<file path="src/hw/rtl/key_debounce_autorepeat_scanner_unit_defines.svh">
// ----------------------------------------------------------------------------
// Key scanner assertion macros
// Shared forms for concurrent checks, clocked on the rising edge, reset aware.
// ----------------------------------------------------------------------------
`ifndef KEY_DEBOUNCE_AUTOREPEAT_SCANNER_UNIT_DEFINES_SVH
`define KEY_DEBOUNCE_AUTOREPEAT_SCANNER_UNIT_DEFINES_SVH

// same-cycle implication
`define KDAS_ASSERT_NOW(lbl, clk, rst_n, ante, cons, msg) \
  lbl: assert property (@(posedge clk) disable iff (!rst_n) (ante) |-> (cons)) \
    else $error(msg);

// next-cycle implication
`define KDAS_ASSERT_NEXT(lbl, clk, rst_n, ante, cons, msg) \
  lbl: assert property (@(posedge clk) disable iff (!rst_n) (ante) |=> (cons)) \
    else $error(msg);

`endif

</file>
<file path="src/hw/rtl/kdas_pkg.sv">
// ----------------------------------------------------------------------------
// Key scanner package
// Counter limits, key mapping, register codes and shared types.
// ----------------------------------------------------------------------------
package kdas_pkg;

  localparam int NUM_TRIM = 8;
  localparam int NUM_CHAN = 4;

  localparam int PRESS_W   = 6;
  localparam int REPEAT_W  = 4;
  localparam int RELEASE_W = 3;
  localparam int HOLD_W    = 5;

  localparam logic [PRESS_W-1:0]   HOLD_TICKS    = 6'd50;
  localparam logic [REPEAT_W-1:0]  REPEAT_TICKS  = 4'd15;
  localparam logic [RELEASE_W-1:0] RELEASE_TICKS = 3'd5;
  localparam logic [PRESS_W-1:0]   FIRE_TICK     = 6'd5;
  localparam logic [HOLD_W-1:0]    HOLD_REPEAT   = {1'b0, REPEAT_TICKS};
  localparam logic [HOLD_W-1:0]    HOLD_DONE     = HOLD_REPEAT + 5'd1;

  localparam int CFG_ADDR_W = 4;
  localparam int CFG_DATA_W = 32;

  typedef enum logic [1:0] {
    REG_LAYOUT    = 2'd0,
    REG_LONG_LOW  = 2'd1,
    REG_LONG_HIGH = 2'd2
  } reg_idx_t;

  // trim key codes
  typedef enum logic [2:0] {
    KEY_R_UP = 3'd0, KEY_R_DN = 3'd1, KEY_T_UP = 3'd2, KEY_T_DN = 3'd3,
    KEY_A_UP = 3'd4, KEY_A_DN = 3'd5, KEY_E_UP = 3'd6, KEY_E_DN = 3'd7
  } trim_code_t;

  // scan order of the trim keys; the last firing key wins
  localparam trim_code_t TRIM_ORDER [NUM_TRIM] = '{
    KEY_T_UP, KEY_T_DN, KEY_E_UP, KEY_E_DN, KEY_R_UP, KEY_R_DN, KEY_A_UP, KEY_A_DN
  };

  typedef struct packed {
    logic       trim_event_valid;
    logic [2:0] trim_key_code;
    logic       channel_event_valid;
    logic [1:0] channel_key_code;
  } kdas_result_t;

  // pin of a trim key code; layout swaps the two vertical pairs
  function automatic logic [2:0] trim_pin(input trim_code_t code, input logic layout);
    logic [2:0] pin;
    unique case (code)
      KEY_R_UP: pin = 3'd4;
      KEY_R_DN: pin = 3'd5;
      KEY_A_UP: pin = 3'd6;
      KEY_A_DN: pin = 3'd7;
      KEY_T_UP: pin = layout ? 3'd0 : 3'd2;
      KEY_T_DN: pin = layout ? 3'd1 : 3'd3;
      KEY_E_UP: pin = layout ? 3'd2 : 3'd0;
      KEY_E_DN: pin = layout ? 3'd3 : 3'd1;
      default:  pin = 3'd0;
    endcase
    return pin;
  endfunction

endpackage

</file>
<file path="src/hw/rtl/kdas_if.sv">
// ----------------------------------------------------------------------------
// Key scanner channels
// Valid/ready channels for scan ticks and for key events.
// ----------------------------------------------------------------------------
interface kdas_in_if import kdas_pkg::*; ();
  logic                valid;
  logic                ready;
  logic [NUM_TRIM-1:0] trim_keys_raw;
  logic [NUM_CHAN-1:0] channel_keys_raw;

  modport source (output valid, output trim_keys_raw, output channel_keys_raw,
                  input ready);
  modport sink   (input valid, input trim_keys_raw, input channel_keys_raw,
                  output ready);
endinterface

interface kdas_out_if;
  logic       valid;
  logic       ready;
  logic       trim_event_valid;
  logic [2:0] trim_key_code;
  logic       channel_event_valid;
  logic [1:0] channel_key_code;

  modport source (output valid, output trim_event_valid, output trim_key_code,
                  output channel_event_valid, output channel_key_code, input ready);
  modport sink   (input valid, input trim_event_valid, input trim_key_code,
                  input channel_event_valid, input channel_key_code, output ready);
endinterface

</file>
<file path="src/hw/rtl/kdas_trim_lane.sv">
// ----------------------------------------------------------------------------
// Trim key lane
// Debounce and auto-repeat counters of one trim key.
// ----------------------------------------------------------------------------
module kdas_trim_lane import kdas_pkg::*; (
  input  logic clk,
  input  logic rst_n,
  input  logic step,
  input  logic pressed,
  output logic fire
);

  logic [PRESS_W-1:0]   press_r, press_nxt;
  logic [REPEAT_W-1:0]  rep_r, rep_nxt;
  logic [RELEASE_W-1:0] rel_r, rel_nxt;
  logic [PRESS_W-1:0]   press_inc;

  assign press_inc = press_r + 6'd1;

  always_comb begin
    press_nxt = press_r;
    rep_nxt   = rep_r;
    rel_nxt   = rel_r;
    fire      = 1'b0;
    if (pressed) begin
      rel_nxt = '0;
      if (press_r < HOLD_TICKS) begin
        press_nxt = press_inc;
        rep_nxt   = '0;
        fire      = (press_inc == FIRE_TICK);
      end else if (rep_r < REPEAT_TICKS) begin
        rep_nxt = rep_r + 4'd1;
      end else begin
        rep_nxt = '0;
        fire    = 1'b1;
      end
    end else if (rel_r < RELEASE_TICKS) begin
      rel_nxt = rel_r + 3'd1;
    end else begin
      press_nxt = '0;
    end
  end

  always_ff @(posedge clk) begin
    if (!rst_n) begin
      press_r <= '0;
      rep_r   <= '0;
      rel_r   <= '0;
    end else if (step) begin
      press_r <= press_nxt;
      rep_r   <= rep_nxt;
      rel_r   <= rel_nxt;
    end
  end

endmodule

</file>
<file path="src/hw/rtl/kdas_chan_lane.sv">
// ----------------------------------------------------------------------------
// Channel key lane
// Debounce counters of one channel key, short press or single long hold.
// ----------------------------------------------------------------------------
module kdas_chan_lane import kdas_pkg::*; (
  input  logic clk,
  input  logic rst_n,
  input  logic step,
  input  logic pressed,
  input  logic long_mode,
  output logic fire
);

  logic [PRESS_W-1:0]   press_r, press_nxt;
  logic [HOLD_W-1:0]    hold_r, hold_nxt;
  logic [RELEASE_W-1:0] rel_r, rel_nxt;
  logic [PRESS_W-1:0]   press_inc;

  assign press_inc = press_r + 6'd1;

  always_comb begin
    press_nxt = press_r;
    hold_nxt  = hold_r;
    rel_nxt   = rel_r;
    fire      = 1'b0;
    if (pressed) begin
      rel_nxt = '0;
      if (press_r < HOLD_TICKS) begin
        press_nxt = press_inc;
        hold_nxt  = '0;
        fire      = (press_inc == FIRE_TICK) && !long_mode;
      end else if (hold_r < HOLD_REPEAT) begin
        hold_nxt = hold_r + 5'd1;
      end else if (hold_r == HOLD_REPEAT) begin
        // long hold completes once, then the counter parks
        hold_nxt = HOLD_DONE;
        fire     = long_mode;
      end
    end else if (rel_r < RELEASE_TICKS) begin
      rel_nxt = rel_r + 3'd1;
    end else begin
      press_nxt = '0;
    end
  end

  always_ff @(posedge clk) begin
    if (!rst_n) begin
      press_r <= '0;
      hold_r  <= '0;
      rel_r   <= '0;
    end else if (step) begin
      press_r <= press_nxt;
      hold_r  <= hold_nxt;
      rel_r   <= rel_nxt;
    end
  end

endmodule

</file>
<file path="src/hw/rtl/kdas_merge.sv">
// ----------------------------------------------------------------------------
// Event merge
// Pick the last firing key in scan order for each key group.
// ----------------------------------------------------------------------------
module kdas_merge import kdas_pkg::*; (
  input  logic [NUM_TRIM-1:0] trim_fire,
  input  logic [NUM_CHAN-1:0] chan_fire,
  output kdas_result_t        result
);

  always_comb begin
    result = '0;
    for (int i = 0; i < NUM_TRIM; i++) begin
      if (trim_fire[TRIM_ORDER[i]]) begin
        result.trim_event_valid = 1'b1;
        result.trim_key_code    = TRIM_ORDER[i];
      end
    end
    for (int j = 0; j < NUM_CHAN; j++) begin
      if (chan_fire[j]) begin
        result.channel_event_valid = 1'b1;
        result.channel_key_code    = 2'(j);
      end
    end
  end

endmodule

</file>
<file path="src/hw/rtl/key_debounce_autorepeat_scanner_unit.sv">
// ----------------------------------------------------------------------------
// Key debounce and auto-repeat scanner
// Each request is one scan tick of eight trim keys and four channel keys
// (active low). Every key has its own lane of counters, all lanes update in
// the tick's accept cycle, and the merged event appears in the output register
// on the next cycle. One request is taken every cycle while the output register
// is empty or being drained.
// Registers: layout_mode at 0x0, long_press_low_channels at 0x4,
// long_press_high_channels at 0x8, bit 0 of each.
// ----------------------------------------------------------------------------
`include "key_debounce_autorepeat_scanner_unit_defines.svh"

module key_debounce_autorepeat_scanner_unit import kdas_pkg::*; (
  input  logic                  clk,
  input  logic                  rst_n,
  kdas_in_if.sink               in_ch,
  kdas_out_if.source            out_ch,
  input  logic                  psel,
  input  logic                  penable,
  input  logic                  pwrite,
  input  logic [CFG_ADDR_W-1:0] paddr,
  input  logic [CFG_DATA_W-1:0] pwdata,
  output logic [CFG_DATA_W-1:0] prdata,
  output logic                  pready
);

  logic layout_r, long_low_r, long_high_r;
  logic cfg_wr;
  reg_idx_t cfg_idx;

  logic step;
  logic [NUM_TRIM-1:0] trim_fire;
  logic [NUM_CHAN-1:0] chan_fire;
  kdas_result_t result;
  kdas_result_t out_r;
  logic out_valid_r;

  // configuration
  assign pready  = 1'b1;
  assign cfg_wr  = psel && penable && pwrite && pready;
  assign cfg_idx = reg_idx_t'(paddr[CFG_ADDR_W-1:2]);

  always_ff @(posedge clk) begin
    if (!rst_n) begin
      layout_r    <= 1'b0;
      long_low_r  <= 1'b0;
      long_high_r <= 1'b0;
    end else if (cfg_wr) begin
      unique case (cfg_idx)
        REG_LAYOUT:    layout_r    <= pwdata[0];
        REG_LONG_LOW:  long_low_r  <= pwdata[0];
        REG_LONG_HIGH: long_high_r <= pwdata[0];
        default: ;
      endcase
    end
  end

  always_comb begin
    prdata = '0;
    unique case (cfg_idx)
      REG_LAYOUT:    prdata[0] = layout_r;
      REG_LONG_LOW:  prdata[0] = long_low_r;
      REG_LONG_HIGH: prdata[0] = long_high_r;
      default:       prdata    = '0;
    endcase
  end

  // accept whenever the output register is free or draining
  assign in_ch.ready = !out_valid_r || out_ch.ready;
  assign step        = in_ch.valid && in_ch.ready;

  for (genvar k = 0; k < NUM_TRIM; k++) begin : g_trim
    logic [2:0] pin;
    assign pin = trim_pin(trim_code_t'(k), layout_r);
    kdas_trim_lane u_lane (
      .clk     (clk),
      .rst_n   (rst_n),
      .step    (step),
      .pressed (!in_ch.trim_keys_raw[pin]),
      .fire    (trim_fire[k])
    );
  end

  for (genvar c = 0; c < NUM_CHAN; c++) begin : g_chan
    kdas_chan_lane u_lane (
      .clk       (clk),
      .rst_n     (rst_n),
      .step      (step),
      .pressed   (!in_ch.channel_keys_raw[c]),
      .long_mode ((c < 2) ? long_low_r : long_high_r),
      .fire      (chan_fire[c])
    );
  end

  kdas_merge u_merge (
    .trim_fire (trim_fire),
    .chan_fire (chan_fire),
    .result    (result)
  );

  // output register
  always_ff @(posedge clk) begin
    if (!rst_n) begin
      out_valid_r <= 1'b0;
    end else if (step) begin
      out_valid_r <= 1'b1;
    end else if (out_ch.ready) begin
      out_valid_r <= 1'b0;
    end
  end

  always_ff @(posedge clk) begin
    if (step) begin
      out_r <= result;
    end
  end

  assign out_ch.valid               = out_valid_r;
  assign out_ch.trim_event_valid    = out_r.trim_event_valid;
  assign out_ch.trim_key_code       = out_r.trim_key_code;
  assign out_ch.channel_event_valid = out_r.channel_event_valid;
  assign out_ch.channel_key_code    = out_r.channel_key_code;

  `KDAS_ASSERT_NEXT(a_tick_gives_event, clk, rst_n, step, out_valid_r, "accepted tick left no result")
  `KDAS_ASSERT_NEXT(a_trim_fire_seen, clk, rst_n, step && (|trim_fire), out_r.trim_event_valid, "trim fire lost")
  `KDAS_ASSERT_NOW(a_idle_trim_code, clk, rst_n, out_valid_r && !out_r.trim_event_valid, out_r.trim_key_code == 3'd0, "trim code set without event")

endmodule
</file>
<file path="src/flat_wrapper.sv">
// flat-port wrapper written by rule: the top's interface ports become plain ports
module key_debounce_autorepeat_scanner_unit_flat import kdas_pkg::*;
  (clk, rst_n, psel, penable, pwrite, paddr, pwdata, prdata, pready, in_ch_valid, in_ch_trim_keys_raw, in_ch_channel_keys_raw, in_ch_ready, out_ch_valid, out_ch_trim_event_valid, out_ch_trim_key_code, out_ch_channel_event_valid, out_ch_channel_key_code, out_ch_ready);
  kdas_in_if in_ch_i ();
  kdas_out_if out_ch_i ();
  input  logic clk;
  input  logic rst_n;
  input  logic psel;
  input  logic penable;
  input  logic pwrite;
  input  logic [CFG_ADDR_W-1:0] paddr;
  input  logic [CFG_DATA_W-1:0] pwdata;
  output logic [CFG_DATA_W-1:0] prdata;
  output logic pready;
  input wire logic [$bits(in_ch_i.valid)-1:0] in_ch_valid;
  input wire logic [$bits(in_ch_i.trim_keys_raw)-1:0] in_ch_trim_keys_raw;
  input wire logic [$bits(in_ch_i.channel_keys_raw)-1:0] in_ch_channel_keys_raw;
  output wire logic [$bits(in_ch_i.ready)-1:0] in_ch_ready;
  output wire logic [$bits(out_ch_i.valid)-1:0] out_ch_valid;
  output wire logic [$bits(out_ch_i.trim_event_valid)-1:0] out_ch_trim_event_valid;
  output wire logic [$bits(out_ch_i.trim_key_code)-1:0] out_ch_trim_key_code;
  output wire logic [$bits(out_ch_i.channel_event_valid)-1:0] out_ch_channel_event_valid;
  output wire logic [$bits(out_ch_i.channel_key_code)-1:0] out_ch_channel_key_code;
  input wire logic [$bits(out_ch_i.ready)-1:0] out_ch_ready;
  assign in_ch_i.valid = in_ch_valid;
  assign in_ch_i.trim_keys_raw = in_ch_trim_keys_raw;
  assign in_ch_i.channel_keys_raw = in_ch_channel_keys_raw;
  assign in_ch_ready = in_ch_i.ready;
  assign out_ch_valid = out_ch_i.valid;
  assign out_ch_trim_event_valid = out_ch_i.trim_event_valid;
  assign out_ch_trim_key_code = out_ch_i.trim_key_code;
  assign out_ch_channel_event_valid = out_ch_i.channel_event_valid;
  assign out_ch_channel_key_code = out_ch_i.channel_key_code;
  assign out_ch_i.ready = out_ch_ready;
  key_debounce_autorepeat_scanner_unit u_core (.clk(clk), .rst_n(rst_n), .in_ch(in_ch_i), .out_ch(out_ch_i), .psel(psel), .penable(penable), .pwrite(pwrite), .paddr(paddr), .pwdata(pwdata), .prdata(prdata), .pready(pready));
endmodule
</file>
<file path="config.mk">
export PLATFORM = sky130hd
export DESIGN_NAME = key_debounce_autorepeat_scanner_unit_flat
export DESIGN_NICKNAME = d
export VERILOG_FILES = /design/src/hw/rtl/kdas_pkg.sv /design/src/hw/rtl/kdas_if.sv /design/src/hw/rtl/kdas_trim_lane.sv /design/src/hw/rtl/kdas_chan_lane.sv /design/src/hw/rtl/kdas_merge.sv /design/src/hw/rtl/key_debounce_autorepeat_scanner_unit.sv /design/src/flat_wrapper.sv
export VERILOG_INCLUDE_DIRS = /design/src /design/src/hw/rtl
export SDC_FILE = /design/constraint.sdc
export NUM_CORES = 1
export LEC_CHECK = 0
export BUFFER_PORTS_ARGS = -buffer_cell sky130_fd_sc_hd__buf_2
export CORE_UTILIZATION = 30
export DETAILED_ROUTE_END_ITERATION = 8
export MAX_ROUTING_LAYER = met4
export SYNTH_ARGS = -nofsm -noshare
export SYNTH_HDL_FRONTEND = slang
export SYNTH_SLANG_ARGS = --single-unit
</file>
<file path="constraint.sdc">
create_clock -name clk -period 1.9 [get_ports clk]
set_input_delay 0.19 -clock clk [delete_from_list [all_inputs] [get_ports clk]]
set_output_delay 0.19 -clock clk [all_outputs]
set_load 0.01 [all_outputs]
</file>
==> run summary <==
RUN STATUS
-------------------------------------------------------------------------------------
Outcome ................................................................ finished, final reports clean

SYNTH
-------------------------------------------------------------------------------------
Yosys warning count ....................................................            0
Part of the Yosys area used for sequential elements ....................       35.90%
Post-synth design cell area ............................................     9732 µm²
Count of flip-flops with a built-in enable after synthesis .............            7
Cells after Synth ......................................................         1185
Most used DFF post-synth ............................................... sky130_fd_sc_hd__dfxtp_1
Share of async-settable or async-resettable flops after synthesis ......           0%
Flops & latches, synth .................................................          171
Synth unique cells .....................................................           73
Synthesized area per cell ..............................................    8.213 µm²

PLACEMENT
-------------------------------------------------------------------------------------
Placer's final routability congestion estimate .........................       0.8192
Dpl cell area ..........................................................    10800 µm²
Buffers on Ports .......................................................           31
Post-DP HPWL ...........................................................     15440 µm
Post-placement worst setup slack .......................................  -0.05664 ns

DIE
-------------------------------------------------------------------------------------
Core Rows ..............................................................           65
Die footprint ..........................................................    33160 µm²
Vertical die dimension .................................................     182.1 µm
Starting utilization of the core area ..................................       30.68%
IO Pins ................................................................           97
Chip width .............................................................     182.1 µm
Core box area ..........................................................    31720 µm²

CLOCK TREE
-------------------------------------------------------------------------------------
Clock tree from TritonCTS ..............................................         done
Skew-Pair Late Insertion Delay .........................................      0.43 ns
# clock sinks ..........................................................          171
Max Buffers Root-to-Sink ...............................................            2
Number of H-tree branching levels ......................................            4
Clock slew seen by the registers of the worst setup and hold paths .....      0.06 ns
Buffer cell driving the clock tree root ................................ sky130_fd_sc_hd__clkbuf_16
Number of buffers added by the clock tree synthesis step ...............           17
Count of hold-fix buffers inserted at cts ..............................            0

MIN PATH
-------------------------------------------------------------------------------------
WHS Endpoint ........................................................... u_core.long_low_r
Class of the tightest hold or removal check ............................ input port to flip-flop
Cell depth of the worst hold path ......................................            3
Worst hold path startpoint .............................................    pwdata[0]

ROUTING
-------------------------------------------------------------------------------------
Initial drt markers ....................................................          517
WL per Instance ........................................................     13.40 µm
Routed met1 length .....................................................     10920 µm
Routed via count .......................................................         8692
Top routing layer in use ...............................................         met4
Total Wirelength .......................................................     22790 µm
Pre-Repair DR Iteration Count ..........................................            8
Wire length on met3 ....................................................       882 µm
Routed length on met2 ..................................................     10740 µm
Via density per instance ...............................................        5.110
Detailed-route DRC error count .........................................            0
Post-route ant nets ....................................................            0

SETUP PATH
-------------------------------------------------------------------------------------
Critical Path Start .................................................... u_core.g_trim[1].u_lane.press_r[0]
Endpoint of the worst register-to-register path ........................ u_core.out_ch.trim_key_code[0]
WP data required .......................................................      2.08 ns
Worst reg2reg path depth ...............................................            7
Max Fanout on Critical Path ............................................            4
Biggest cell delay along the critical path .............................      0.34 ns
Kind of cell adding the most delay to the critical path ................ compound AO/OA/AOI/OAI gates
Startpoint type of the worst setup path ................................    flip-flop
Critical-path cell with the highest stage delay ........................ sky130_fd_sc_hd__dfxtp_1
Setup slack, reg-to-reg ................................................      0.07 ns
Arrival time worst endpoint ............................................      2.01 ns
Reg-to-Reg Start ....................................................... u_core.g_trim[1].u_lane.press_r[0]
CP endpoint kind .......................................................    flip-flop
Worst setup path category .............................................. flip-flop to flip-flop
Sequence of cells on the critical path ................................. ha_1, xnor2_1, nor4b_2, a31o_2, buf_4, nor3_1, a221oi_2
Count of buffer and inverter cells on the critical path ................            1

PWR
-------------------------------------------------------------------------------------
Worst voltage drop across the vdd grid .................................    0.6660 mV
Power Density .......................................................... 656.0 nW/µm²
Static leakage .........................................................     4.391 nW

GLOBAL ROUTE
-------------------------------------------------------------------------------------
GR Util All Layers .....................................................       13.88%
Largest net degree at the start of global routing ......................           40
Wire length of the first global-routing pass ...........................     37340 µm
Residual overflow from global routing ..................................            0
Initial antenna violation count ........................................            2
Vias in the first global route .........................................         8024

TIMING
-------------------------------------------------------------------------------------
Final Hold Vio Count ...................................................            0
Setup slack after layout ...............................................   0.06899 ns
Max-slew violations ....................................................            0
Fin Clk Skew ...........................................................  0.008083 ns
Max Clock Freq .........................................................    546.1 MHz
Total Neg Setup Slack ..................................................         0 ns
Minimum clock period ...................................................     1.831 ns
Worst Max-Slew Pin Slew ................................................    0.7881 ns
Hold slack final .......................................................   0.04391 ns
Setup Viol. Count Final ................................................            0
Final critical-path share of the clock period ..........................       96.37%
Worst rel slew slack ...................................................       46.79%

FINISH
-------------------------------------------------------------------------------------
Area growth from synthesis to final layout .............................       19.75%
Commonest cells after routing, fill and taps aside ..................... sky130_fd_sc_hd__dfxtp_1, sky130_fd_sc_hd__nor2_1, sky130_fd_sc_hd__a21oi_1
Layout net count .......................................................         1391
Fillers ................................................................         3228
Most frequent standard cell in the layout excluding fill and tap cells . sky130_fd_sc_hd__dfxtp_1
Fraction of layout instances using a drive strength above 1 ............       19.04%
Final instance area ....................................................    11650 µm²

FLOW RUN
-------------------------------------------------------------------------------------
Number of maximum-capacitance constraint violations ....................            0

[synthesized netlist by cell type (all sizes together) (7+ instances only)]
master | n | area share, %
mux2i | 20 | 2.2
a22oi | 12 | 0.93
inv | 34 | 1.3
o311ai | 12 | 1.6
buf | 52 | 3.8
xor2 | 26 | 2.3
nand4b | 7 | 0.63
edfxtp | 7 | 2.2
dfxtp | 164 | 34
a31oi | 14 | 0.90
and2 | 7 | 0.48
o21ai | 72 | 3.7
or3 | 11 | 0.76
nand2b | 10 | 0.64
nand3b | 21 | 1.6
nand3 | 49 | 2.5
nor3 | 51 | 2.8
o211ai | 13 | 1.1
nand4 | 21 | 1.4
and3 | 25 | 1.6
nor3b | 19 | 1.5
nand2 | 92 | 3.5
nor2 | 142 | 5.5
nor4 | 9 | 0.58
a21oi | 117 | 6.0
xnor2 | 16 | 1.4
ha | 52 | 6.7
o21a | 9 | 0.69
clkbuf | 27 | 1.0
a41oi | 10 | 0.90
[worst max path at each step]
stage / end / slack, ns / depth (start not counted)
finish: u_core.out_ch.trim_key_code[0] / 0.07 / 7
CTS: u_core.out_ch.channel_event_valid / -0.0009 / 6
global placement: u_core.out_ch.channel_event_valid / -0.02 / 6
floorplan: u_core.out_ch.trim_event_valid / 0.02 / 7
global route: u_core.out_ch.channel_event_valid / -0.07 / 7
detailed placement: u_core.out_ch.channel_event_valid / -0.06 / 6
[routing by layer]
layer,up-vias,global-route usage [%]
met5,-,-
met2,123,22.68
met1,4096,17.28
li1,4455,-
met3,18,3.033
met4,0,3.597
[kinds of logic after synthesis]
| logic type | Yosys count | synth area share (%) |
|---|---|---|
| AND/OR/NAND/NOR | 476 | 24.42 |
| AO/OA/AOI/OAI | 304 | 20.35 |
| flip-flops | 171 | 35.90 |
| buffers and inverters | 114 | 6.158 |
| adder cells (fa/ha/maj) | 52 | 6.685 |
| XOR/XNOR | 42 | 3.780 |
| multiplexers | 24 | 2.636 |
| other | 2 | 0.07717 |
[per-stage QoR]
stage	instances	util (%)	power, W
floorplan	1215	-	0.004253
global placement	1660	34.06	0.004453
detailed placement	1660	34.06	0.004467
CTS	1692	35.83	0.007725
global route	1701	36.74	0.007988
finish	1701	36.74	0.007645
[flip-flops by register name, indices dropped and copies added (netlist names)]
signal	flops
u_core.out_ch.trim_event_valid	1
u_core.g_trim.u_lane.rel_r	24
u_core.long_low_r	1
u_core.long_high_r	1
u_core.out_ch.channel_key_code	2
u_core.out_ch.valid	1
u_core.out_ch.trim_key_code	3
u_core.layout_r	1
u_core.g_trim.u_lane.rep_r	32
u_core.g_chan.u_lane.hold_r	20
u_core.g_chan.u_lane.rel_r	12
u_core.g_chan.u_lane.press_r	24
u_core.g_trim.u_lane.press_r	48
u_core.out_ch.channel_event_valid	1
[power breakdown]
| group | internal [W] | total (W) | switching (W) | leakage, nW |
|---|---|---|---|---|
| combinational | 0.000259 | 0.000695 | 0.000436 | 2.73 |
| sequential | 0.00366 | 0.00372 | 0.0000618 | 1.41 |
| clock | 0.00178 | 0.00323 | 0.00145 | 0.256 |
| total | 0.00570 | 0.00764 | 0.00195 | 4.39 |
[tightest hold or removal path: cells and delay by family]
kind / cells / cell delay, ns
buffers and inverters: 1 / 0.11
AND/OR/NAND/NOR: 1 / 0.06
AO/OA/AOI/OAI: 1 / 0.06
[layout make-up]
type                       count  area, µm²  share of cell area, %
multi-input combinational    930       5962                  51.16
sequential                   171       3530                  30.29
timing repair buffer         129      983.4                  8.439
tap                          402      503.0                  4.316
clock buffer                  18      429.2                  3.683
inverter                      35      136.4                  1.170
clock inverter                14      105.1                 0.9019
antenna                        2      5.005                0.04295
[what timing repair did]
action / 4_1_cts / 5_1_grt
resized for setup: 8 / 55
pin swaps: 1 / 15
setup buffers: 0 / 6
cloned: 0 / 1
setup endpoints to repair: 5 / 31
Note: power is estimated with default switching activity, not from simulation.
